`src/rtl/nssa_pkg.sv`:
```
// ----------------------------------------------------------------------------
// nssa_pkg
// Types and codes shared by the nested scope stack allocator: request and
// result items, the scope table entry, action and status codes.
// ----------------------------------------------------------------------------
package nssa_pkg;

	localparam int VAL_W         = 17;
	localparam int ADDR_BITS     = 16;
	localparam int MAX_DEPTH_DEF = 16;

	localparam logic [VAL_W-1:0] POOL_LIMIT     = VAL_W'(64'd1 << ADDR_BITS);
	localparam logic [VAL_W-1:0] POOL_SIZE_RST  = 17'd65536;

	// action codes
	localparam logic [2:0] ACT_OPEN   = 3'd0;
	localparam logic [2:0] ACT_CLOSE  = 3'd1;
	localparam logic [2:0] ACT_LINEAR = 3'd2;
	localparam logic [2:0] ACT_UNIQUE = 3'd3;
	localparam logic [2:0] ACT_CLEAR  = 3'd4;

	// status codes
	localparam logic [2:0] ST_OK      = 3'd0;
	localparam logic [2:0] ST_NOSPACE = 3'd1;
	localparam logic [2:0] ST_NOLEVEL = 3'd2;
	localparam logic [2:0] ST_FULL    = 3'd3;
	localparam logic [2:0] ST_EMPTY   = 3'd4;

	typedef struct packed {
		logic [2:0]       action;
		logic [3:0]       level;
		logic [VAL_W-1:0] size;
		logic [VAL_W-1:0] reserve;
	} req_t;

	typedef struct packed {
		logic [2:0]       status;
		logic [VAL_W-1:0] offset;
		logic [4:0]       open_scopes;
	} rsp_t;

	typedef struct packed {
		logic [VAL_W-1:0] start;
		logic [VAL_W-1:0] used;
		logic [VAL_W-1:0] cap;
	} scope_t;

endpackage

```
`src/rtl/nssa_ram.sv`:
```
// ----------------------------------------------------------------------------
// nssa_ram
// Generic single-write, single-read RAM with registered read data.
// ----------------------------------------------------------------------------
module nssa_ram #(
	parameter int WIDTH = 8,
	parameter int DEPTH = 16
) (
	input  logic                                     clk,
	input  logic                                     wr_en,
	input  logic [((DEPTH > 1) ? $clog2(DEPTH) : 1)-1:0] wr_addr,
	input  logic [WIDTH-1:0]                         wr_data,
	input  logic [((DEPTH > 1) ? $clog2(DEPTH) : 1)-1:0] rd_addr,
	output logic [WIDTH-1:0]                         rd_data
);

	logic [WIDTH-1:0] mem [DEPTH];

	always_ff @(posedge clk) begin
		if (wr_en) begin
			mem[wr_addr] <= wr_data;
		end
		rd_data <= mem[rd_addr];
	end

endmodule

```
`src/rtl/nested_scope_stack_allocator.sv`:
```
// ----------------------------------------------------------------------------
// nested_scope_stack_allocator
// Linear pool handed out through a stack of nested scopes. Scope entries
// (start, used, capacity) live in one RAM; a small sequencer reads, updates
// and writes them back for each request item.
// ----------------------------------------------------------------------------
//  channel   direction  handshake               payload
//  in        input      in_valid / in_ready     in_data  (req_t)
//  out       output     out_valid / out_ready   out_data (rsp_t)
//  cfg       input      cfg_wr_en               cfg_wr_data (pool size)
//
//  One item at a time: the next item is taken only after the result of the
//  last one is loaded into the result register. Opening a nested scope or
//  closing one above the outermost reads the top entry, then does two
//  writes, or a second read and a write-back; alloc and clear read, then
//  modify and write; items settled from the open count alone go straight
//  to the result.
//  The result sits in an output register, so a stalled out channel only holds
//  back the item after the next one. Reset empties the stack; RAM contents
//  need no clearing since only opened entries are read.
// ----------------------------------------------------------------------------
module nested_scope_stack_allocator
	import nssa_pkg::*;
#(
	parameter int MAX_DEPTH = MAX_DEPTH_DEF
) (
	input  logic             clk,
	input  logic             arst_n,
	input  logic             cfg_wr_en,
	input  logic [VAL_W-1:0] cfg_wr_data,
	input  logic             in_valid,
	output logic             in_ready,
	input  req_t             in_data,
	output logic             out_valid,
	input  logic             out_ready,
	output rsp_t             out_data
);

	localparam int IDX_W = (MAX_DEPTH > 1) ? $clog2(MAX_DEPTH) : 1;
	localparam int CNT_W = $clog2(MAX_DEPTH + 1);

	localparam logic [2:0] S_IDLE   = 3'd0;
	localparam logic [2:0] S_ISSUE  = 3'd1;
	localparam logic [2:0] S_FIRST  = 3'd2;
	localparam logic [2:0] S_SECOND = 3'd3;
	localparam logic [2:0] S_WB     = 3'd4;
	localparam logic [2:0] S_RESP   = 3'd5;

	logic [2:0]       state_q;
	logic [VAL_W-1:0] pool_size_q;
	logic [CNT_W-1:0] count_q;
	req_t             req_q;
	logic [2:0]       status_q;
	logic [VAL_W-1:0] offset_q;
	scope_t           wb_q;
	logic [IDX_W-1:0] wb_addr_q;
	logic [VAL_W-1:0] child_cap_q;
	logic             out_valid_q;
	rsp_t             out_q;

	logic             wr_en;
	logic [IDX_W-1:0] wr_addr;
	scope_t           wr_data;
	logic [IDX_W-1:0] rd_addr;
	scope_t           rd_data;

	logic [IDX_W-1:0] top_idx;
	logic [IDX_W-1:0] lvl_idx;
	logic [IDX_W-1:0] new_idx;
	logic             level_bad;
	logic             stack_full;
	logic [VAL_W-1:0] pool_clamp;

	logic [VAL_W-1:0] avail;
	logic [VAL_W-1:0] keep;
	logic [VAL_W-1:0] child_start;
	logic [VAL_W:0]   lin_next;
	logic             lin_fit;
	logic             uni_fit;
	logic [VAL_W-1:0] lin_offset;
	logic             out_free;

	nssa_ram #(
		.WIDTH ($bits(scope_t)),
		.DEPTH (MAX_DEPTH)
	) u_scope_ram (
		.clk     (clk),
		.wr_en   (wr_en),
		.wr_addr (wr_addr),
		.wr_data (wr_data),
		.rd_addr (rd_addr),
		.rd_data (rd_data)
	);

	assign top_idx    = IDX_W'(count_q - CNT_W'(1));
	assign new_idx    = IDX_W'(count_q);
	assign lvl_idx    = IDX_W'(req_q.level);
	assign level_bad  = 8'(req_q.level) >= 8'(count_q);
	assign stack_full = count_q == CNT_W'(MAX_DEPTH);
	assign pool_clamp = (pool_size_q > POOL_LIMIT) ? POOL_LIMIT : pool_size_q;

	// scope arithmetic on the entry just read
	assign avail       = (rd_data.cap > rd_data.used) ? rd_data.cap - rd_data.used : '0;
	assign keep        = (req_q.reserve < avail) ? req_q.reserve : avail;
	assign child_start = rd_data.start + rd_data.used + keep;
	assign lin_next    = {1'b0, rd_data.used} + {1'b0, req_q.size};
	assign lin_fit     = lin_next <= {1'b0, rd_data.cap};
	assign uni_fit     = req_q.size <= rd_data.cap;
	assign lin_offset  = rd_data.start + rd_data.used;

	assign out_free = !out_valid_q || out_ready;

	always_comb begin
		rd_addr = top_idx;
		wr_en   = 1'b0;
		wr_addr = top_idx;
		wr_data = rd_data;
		unique case (state_q)
			S_ISSUE: begin
				if (req_q.action == ACT_OPEN || req_q.action == ACT_CLOSE) begin
					rd_addr = top_idx;
				end else begin
					rd_addr = lvl_idx;
				end
				// outermost open needs no read
				if (req_q.action == ACT_OPEN && count_q == '0) begin
					wr_en   = 1'b1;
					wr_addr = '0;
					wr_data = '{start: '0, used: '0, cap: pool_clamp};
				end
			end
			S_FIRST: begin
				rd_addr = top_idx - IDX_W'(1);
				unique case (req_q.action)
					ACT_OPEN: begin
						wr_en   = 1'b1;
						wr_addr = new_idx;
						wr_data = '{start: child_start, used: '0, cap: avail - keep};
					end
					ACT_LINEAR: begin
						wr_en        = lin_fit;
						wr_addr      = lvl_idx;
						wr_data.used = lin_next[VAL_W-1:0];
					end
					ACT_UNIQUE: begin
						wr_en        = uni_fit;
						wr_addr      = lvl_idx;
						wr_data.used = req_q.size;
					end
					ACT_CLEAR: begin
						wr_en        = 1'b1;
						wr_addr      = lvl_idx;
						wr_data.used = '0;
					end
					default: begin
						wr_en = 1'b0;
					end
				endcase
			end
			S_SECOND: begin
				// parent of the closed scope takes back its capacity
				wr_en       = 1'b1;
				wr_addr     = top_idx - IDX_W'(1);
				wr_data.cap = rd_data.cap + child_cap_q;
			end
			S_WB: begin
				wr_en   = 1'b1;
				wr_addr = wb_addr_q;
				wr_data = wb_q;
			end
			default: begin
				wr_en = 1'b0;
			end
		endcase
	end

	always_ff @(posedge clk or negedge arst_n) begin
		if (!arst_n) begin
			state_q     <= S_IDLE;
			pool_size_q <= POOL_SIZE_RST;
			count_q     <= '0;
			status_q    <= ST_OK;
			offset_q    <= '0;
			out_valid_q <= 1'b0;
		end else begin
			if (cfg_wr_en) begin
				pool_size_q <= cfg_wr_data;
			end
			// load a new result, or drop the one just taken
			if (state_q == S_RESP && out_free) begin
				out_valid_q <= 1'b1;
			end else if (out_ready) begin
				out_valid_q <= 1'b0;
			end
			unique case (state_q)
				S_IDLE: begin
					if (in_valid) begin
						state_q  <= S_ISSUE;
						status_q <= ST_OK;
						offset_q <= '0;
					end
				end
				S_ISSUE: begin
					unique case (req_q.action)
						ACT_OPEN: begin
							if (stack_full) begin
								status_q <= ST_FULL;
								state_q  <= S_RESP;
							end else if (count_q == '0) begin
								count_q <= CNT_W'(1);
								state_q <= S_RESP;
							end else begin
								state_q <= S_FIRST;
							end
						end
						ACT_CLOSE: begin
							if (count_q == '0) begin
								status_q <= ST_EMPTY;
								state_q  <= S_RESP;
							end else if (count_q == CNT_W'(1)) begin
								count_q <= '0;
								state_q <= S_RESP;
							end else begin
								state_q <= S_FIRST;
							end
						end
						ACT_LINEAR, ACT_UNIQUE, ACT_CLEAR: begin
							if (level_bad) begin
								status_q <= ST_NOLEVEL;
								state_q  <= S_RESP;
							end else begin
								state_q <= S_FIRST;
							end
						end
						default: begin
							state_q <= S_RESP;
						end
					endcase
				end
				S_FIRST: begin
					unique case (req_q.action)
						ACT_OPEN: begin
							wb_q      <= '{start: rd_data.start, used: rd_data.used,
							               cap: rd_data.used + keep};
							wb_addr_q <= top_idx;
							offset_q  <= child_start;
							count_q   <= count_q + CNT_W'(1);
							state_q   <= S_WB;
						end
						ACT_CLOSE: begin
							child_cap_q <= rd_data.cap;
							state_q     <= S_SECOND;
						end
						ACT_LINEAR: begin
							state_q <= S_RESP;
							if (lin_fit) begin
								offset_q <= lin_offset;
							end else begin
								status_q <= ST_NOSPACE;
							end
						end
						ACT_UNIQUE: begin
							state_q <= S_RESP;
							if (uni_fit) begin
								offset_q <= rd_data.start;
							end else begin
								status_q <= ST_NOSPACE;
							end
						end
						default: begin
							state_q <= S_RESP;
						end
					endcase
				end
				S_SECOND: begin
					count_q <= count_q - CNT_W'(1);
					state_q <= S_RESP;
				end
				S_WB: begin
					state_q <= S_RESP;
				end
				S_RESP: begin
					// hold the result until the output register frees up
					if (out_free) begin
						state_q <= S_IDLE;
					end
				end
				default: begin
					state_q <= S_IDLE;
				end
			endcase
		end
	end

	// payload registers
	always_ff @(posedge clk) begin
		if (state_q == S_IDLE && in_valid) begin
			req_q    <= in_data;
		end
		if (state_q == S_RESP && out_free) begin
			out_q <= '{status: status_q, offset: offset_q,
			           open_scopes: 5'(count_q)};
		end
	end

	assign in_ready  = state_q == S_IDLE;
	assign out_valid = out_valid_q;
	assign out_data  = out_q;

endmodule
```
`config.mk`:
```
export PLATFORM = sky130hd
export DESIGN_NAME = nested_scope_stack_allocator
export DESIGN_NICKNAME = d
export VERILOG_FILES = /design/src/rtl/nssa_pkg.sv /design/src/rtl/nssa_ram.sv /design/src/rtl/nested_scope_stack_allocator.sv
export SDC_FILE = /design/constraint.sdc
export NUM_CORES = 2
export LEC_CHECK = 0
export BUFFER_PORTS_ARGS = -buffer_cell sky130_fd_sc_hd__buf_4
export CORE_MARGIN = 2
export CORE_UTILIZATION = 40
export CTS_BUF_LIST = sky130_fd_sc_hd__clkbuf_16
export CTS_CLUSTER_DIAMETER = 50
export DETAILED_ROUTE_END_ITERATION = 16
export GPL_TIMING_DRIVEN = 0
export PLACE_DENSITY_LB_ADDON = 0.2
export SLEW_MARGIN = 20
export SYNTH_ARGS = -nofsm -noshare
export SYNTH_HDL_FRONTEND = slang
export SYNTH_HIERARCHICAL = 1
export SYNTH_SLANG_ARGS = --single-unit
```
`constraint.sdc`:
```
create_clock -name clk -period 24.8 [get_ports clk]
set_input_delay 4.96 -clock clk [delete_from_list [all_inputs] [get_ports clk]]
set_output_delay 4.96 -clock clk [all_outputs]
set_load 0.01 [all_outputs]
```
==> flow_metrics.tcl <==
set metrics [dict create \
    setup_violations 0 \
    worst_pin_slew_ps 1200 \
    min_from "offset_q[0]$_DFFE_PN0P_" \
    max_stage_delay_ps 940 \
    synth_area_per_cell_sq_um 16.0 \
    synth_top_area_cell "edfxtp_1" \
    place.port_buffers 88 \
    hold_violations 0 \
    ctsHoldBuffers 0 \
    wirelength_microns 144000 \
    fmax_mhz 98.6 \
    dieArea_sq_mm 0.120 \
    insertion_delay_ps 730 \
    design.core.area_sq_mm 0.116 \
    outcome "finished clean" \
    dp_hpwl_microns 105000 \
    synth-edff-count 954 \
    critical_path_class "reg -> reg" \
    dieHeight_microns 346 \
    grt_overflow_total 0 \
    worstSetupStartpoint "u_scope_ram/rd_data[18]$_DFF_P_" \
    ys_top_cells_by_area "edfxtp_1 61%, mux4_2 9.8%, ha_1 4.7%" \
    rsz0062_at_grt "no" \
    reg2reg_from "u_scope_ram/rd_data[18]$_DFF_P_" \
    ys_warn_count 6 \
    start_util_pct 40.3 \
    grt_pass1_wl_microns 206000 \
    cap_violations 0 \
    yosysTopAreaCellShare_pct 61.3 \
    crit_slowest_cell "o21ai_1" \
    row_count 125 \
    ys_seq_area_share_pct 66.0 \
    grt_max_degree 48 \
    worstPathRequired_ps 25120 \
    path_max_fanout 16 \
    r2r_slack_ps 14660 \
    drtIter0Drc 3156 \
    final_nets 3475 \
    vias 28618 \
    grt_pass1_vias 28823 \
    numCtsBuffers 119 \
    clk_pin_slew_ps 60 \
    vias_per_cell 5.89 \
    min_period_ps 10140 \
    place_congestion 0.999 \
    netlist_instances 2920 \
    cp-start-kind "flop" \
    clockBufferDepth 3 \
    final.setup.tns_ps 0 \
    ctsResizeCount 0 \
    finalClockSkew_ps 51.8 \
    area_growth_pct 17.7 \
    synthDistinctLibCells 83 \
    drive_above_1_share_pct 21.3 \
    final_antenna_net_count 0 \
    end_kind "flop" \
    ys_ff_latch 1051 \
    post_cts_buffers 0 \
    fp.dieW_microns 346 \
    cts.sinks 1051 \
    io_pins 90 \
    drv_slew 0 \
    synthArstFlopShare_pct 4.38 \
    synthFlopType "edfxtp_1" \
    dr.pass1.iters 8 \
    hp-class "reg -> reg" \
    grtUsageTotal_pct 23.9 \
    cts_tree "built" \
    antenna_found_initial 5 \
    cts_max_level 3 \
    drc 0 \
    slew_headroom_pct 19.7 \
    syn-cell-area_sq_mm 0.0467 \
    finalCritPeriodShare_pct 40.9 \
    synth_nets 3165 \
    arrival_ps 10460 \
    cts-root-buf "clkbuf_16" \
    wl_per_cell_microns 29.6 \
]
==> synth_stat cells (39+ instances only) <==
| master | count |
|---|---|
| edfxtp_1 | 954 |
| ha_1 | 175 |
| xnor2_1 | 70 |
| clkbuf_1 | 67 |
| mux4_2 | 204 |
| o21ai_0 | 93 |
| inv_1 | 117 |
| dfxtp_1 | 51 |
| nand2_1 | 183 |
| a21o_1 | 48 |
| nor3_1 | 48 |
| nor2_1 | 114 |
| a22oi_1 | 127 |
| nand3_1 | 39 |
| dfrtp_1 | 45 |
| a21oi_1 | 113 |
==> sequential cells by signal, indices dropped and copies added (netlist names) <==
name / cells
out_valid: 1
wb_addr_q: 4
state_q: 3
u_scope_ram/rd_data: 51
req_q: 37
pool_size_q: 17
wb_q: 51
count_q: 5
child_cap_q: 17
out_data: 25
lvl_idx: 4
u_scope_ram/mem: 816
offset_q: 17
status_q: 3
==> stage by stage <==
stage	instances	utilization [%]	hold slack [ps]	area (sq um)	setup WS (ps)
global placement	4532	42.5	433	49300	10490
detailed placement	4632	43.9	432	51000	14980
global route	4859	47.4	453	55000	14170
floorplan	2920	-	419	46700	16610
CTS	4858	47.4	442	55000	14930
finish	4861	47.4	439	55000	14660
==> per-layer routing <==
layer  vias to the layer above  wire, microns  GRT usage (%)
li1                      12340              -              -
met1                     14855          61700           33.4
met2                      1195          66300           37.8
met3                       226          10500           4.08
met4                         2           5120           8.43
met5                         -             13              0
==> layout by cell type (no fill, tap or decap), drive strengths merged, types with 20 or more instances in the layout <==
master	count
a21o	48
xor2	34
o21bai	20
mux2	33
nor2	114
ha	175
mux2i	22
edfxtp	954
mux4	204
clkinv	56
clkbuf	188
inv	149
dfrtp	45
a22oi	127
buf	237
nor3	49
nand3	40
a222oi	21
nand2	183
o21ai	98
xnor2	70
a21oi	114
dfxtp	51
nor2b	25
==> area by class of cell <==
cell class                 count  area, sq um
fill                        9904        61000
sequential                  1051        30800
multi-input combinational   1636        15100
clock buffer                 120         3000
timing repair buffer         189         2200
tap                         1524         1910
clock inverter               106          973
buffer                       116          594
inverter                     117          439
antenna                        2         5.00
==> cells by family (layout without fill, tap and decap cells) <==
kind of cell	Yosys count	count (layout)	synth area share, %
DFF	1051	1051	66.0
AOI/OAI and AO/OA	587	587	8.80
other	0	2	0
xor gates and xnor gates	104	104	1.95
and+or+nand+nor	504	504	5.00
muxes	259	259	11.1
adders and majority gates	182	182	4.99
buffers and inverters	233	648	2.21
==> worst paths after layout <==
path,to,cells after the start
max,u_scope_ram/mem[10][50]$_DFFE_PP_,35
min,out_data[5]$_DFFE_PP_,0
max reg2reg,u_scope_ram/mem[10][50]$_DFFE_PP_,35
min reg2reg,out_data[5]$_DFFE_PP_,0
max in group asynchronous,offset_q[0]$_DFFE_PN0P_,1
min in group asynchronous,pool_size_q[0]$_DFFE_PN0P_,1
==> critical path: cells and delay by family (launching register included) <==
kind / cells / cell delay (ps)
AO/OA/AOI/OAI: 16 / 4600
buffers and inverters: 6 / 1340
adder cells (fa/ha/maj): 4 / 1240
AND/OR/NAND/NOR: 7 / 1160
flip-flops: 1 / 810
XOR/XNOR: 2 / 530
Power is not shown: default switching activity piles up to over one toggle a cycle in this logic, so the estimate is an artifact.
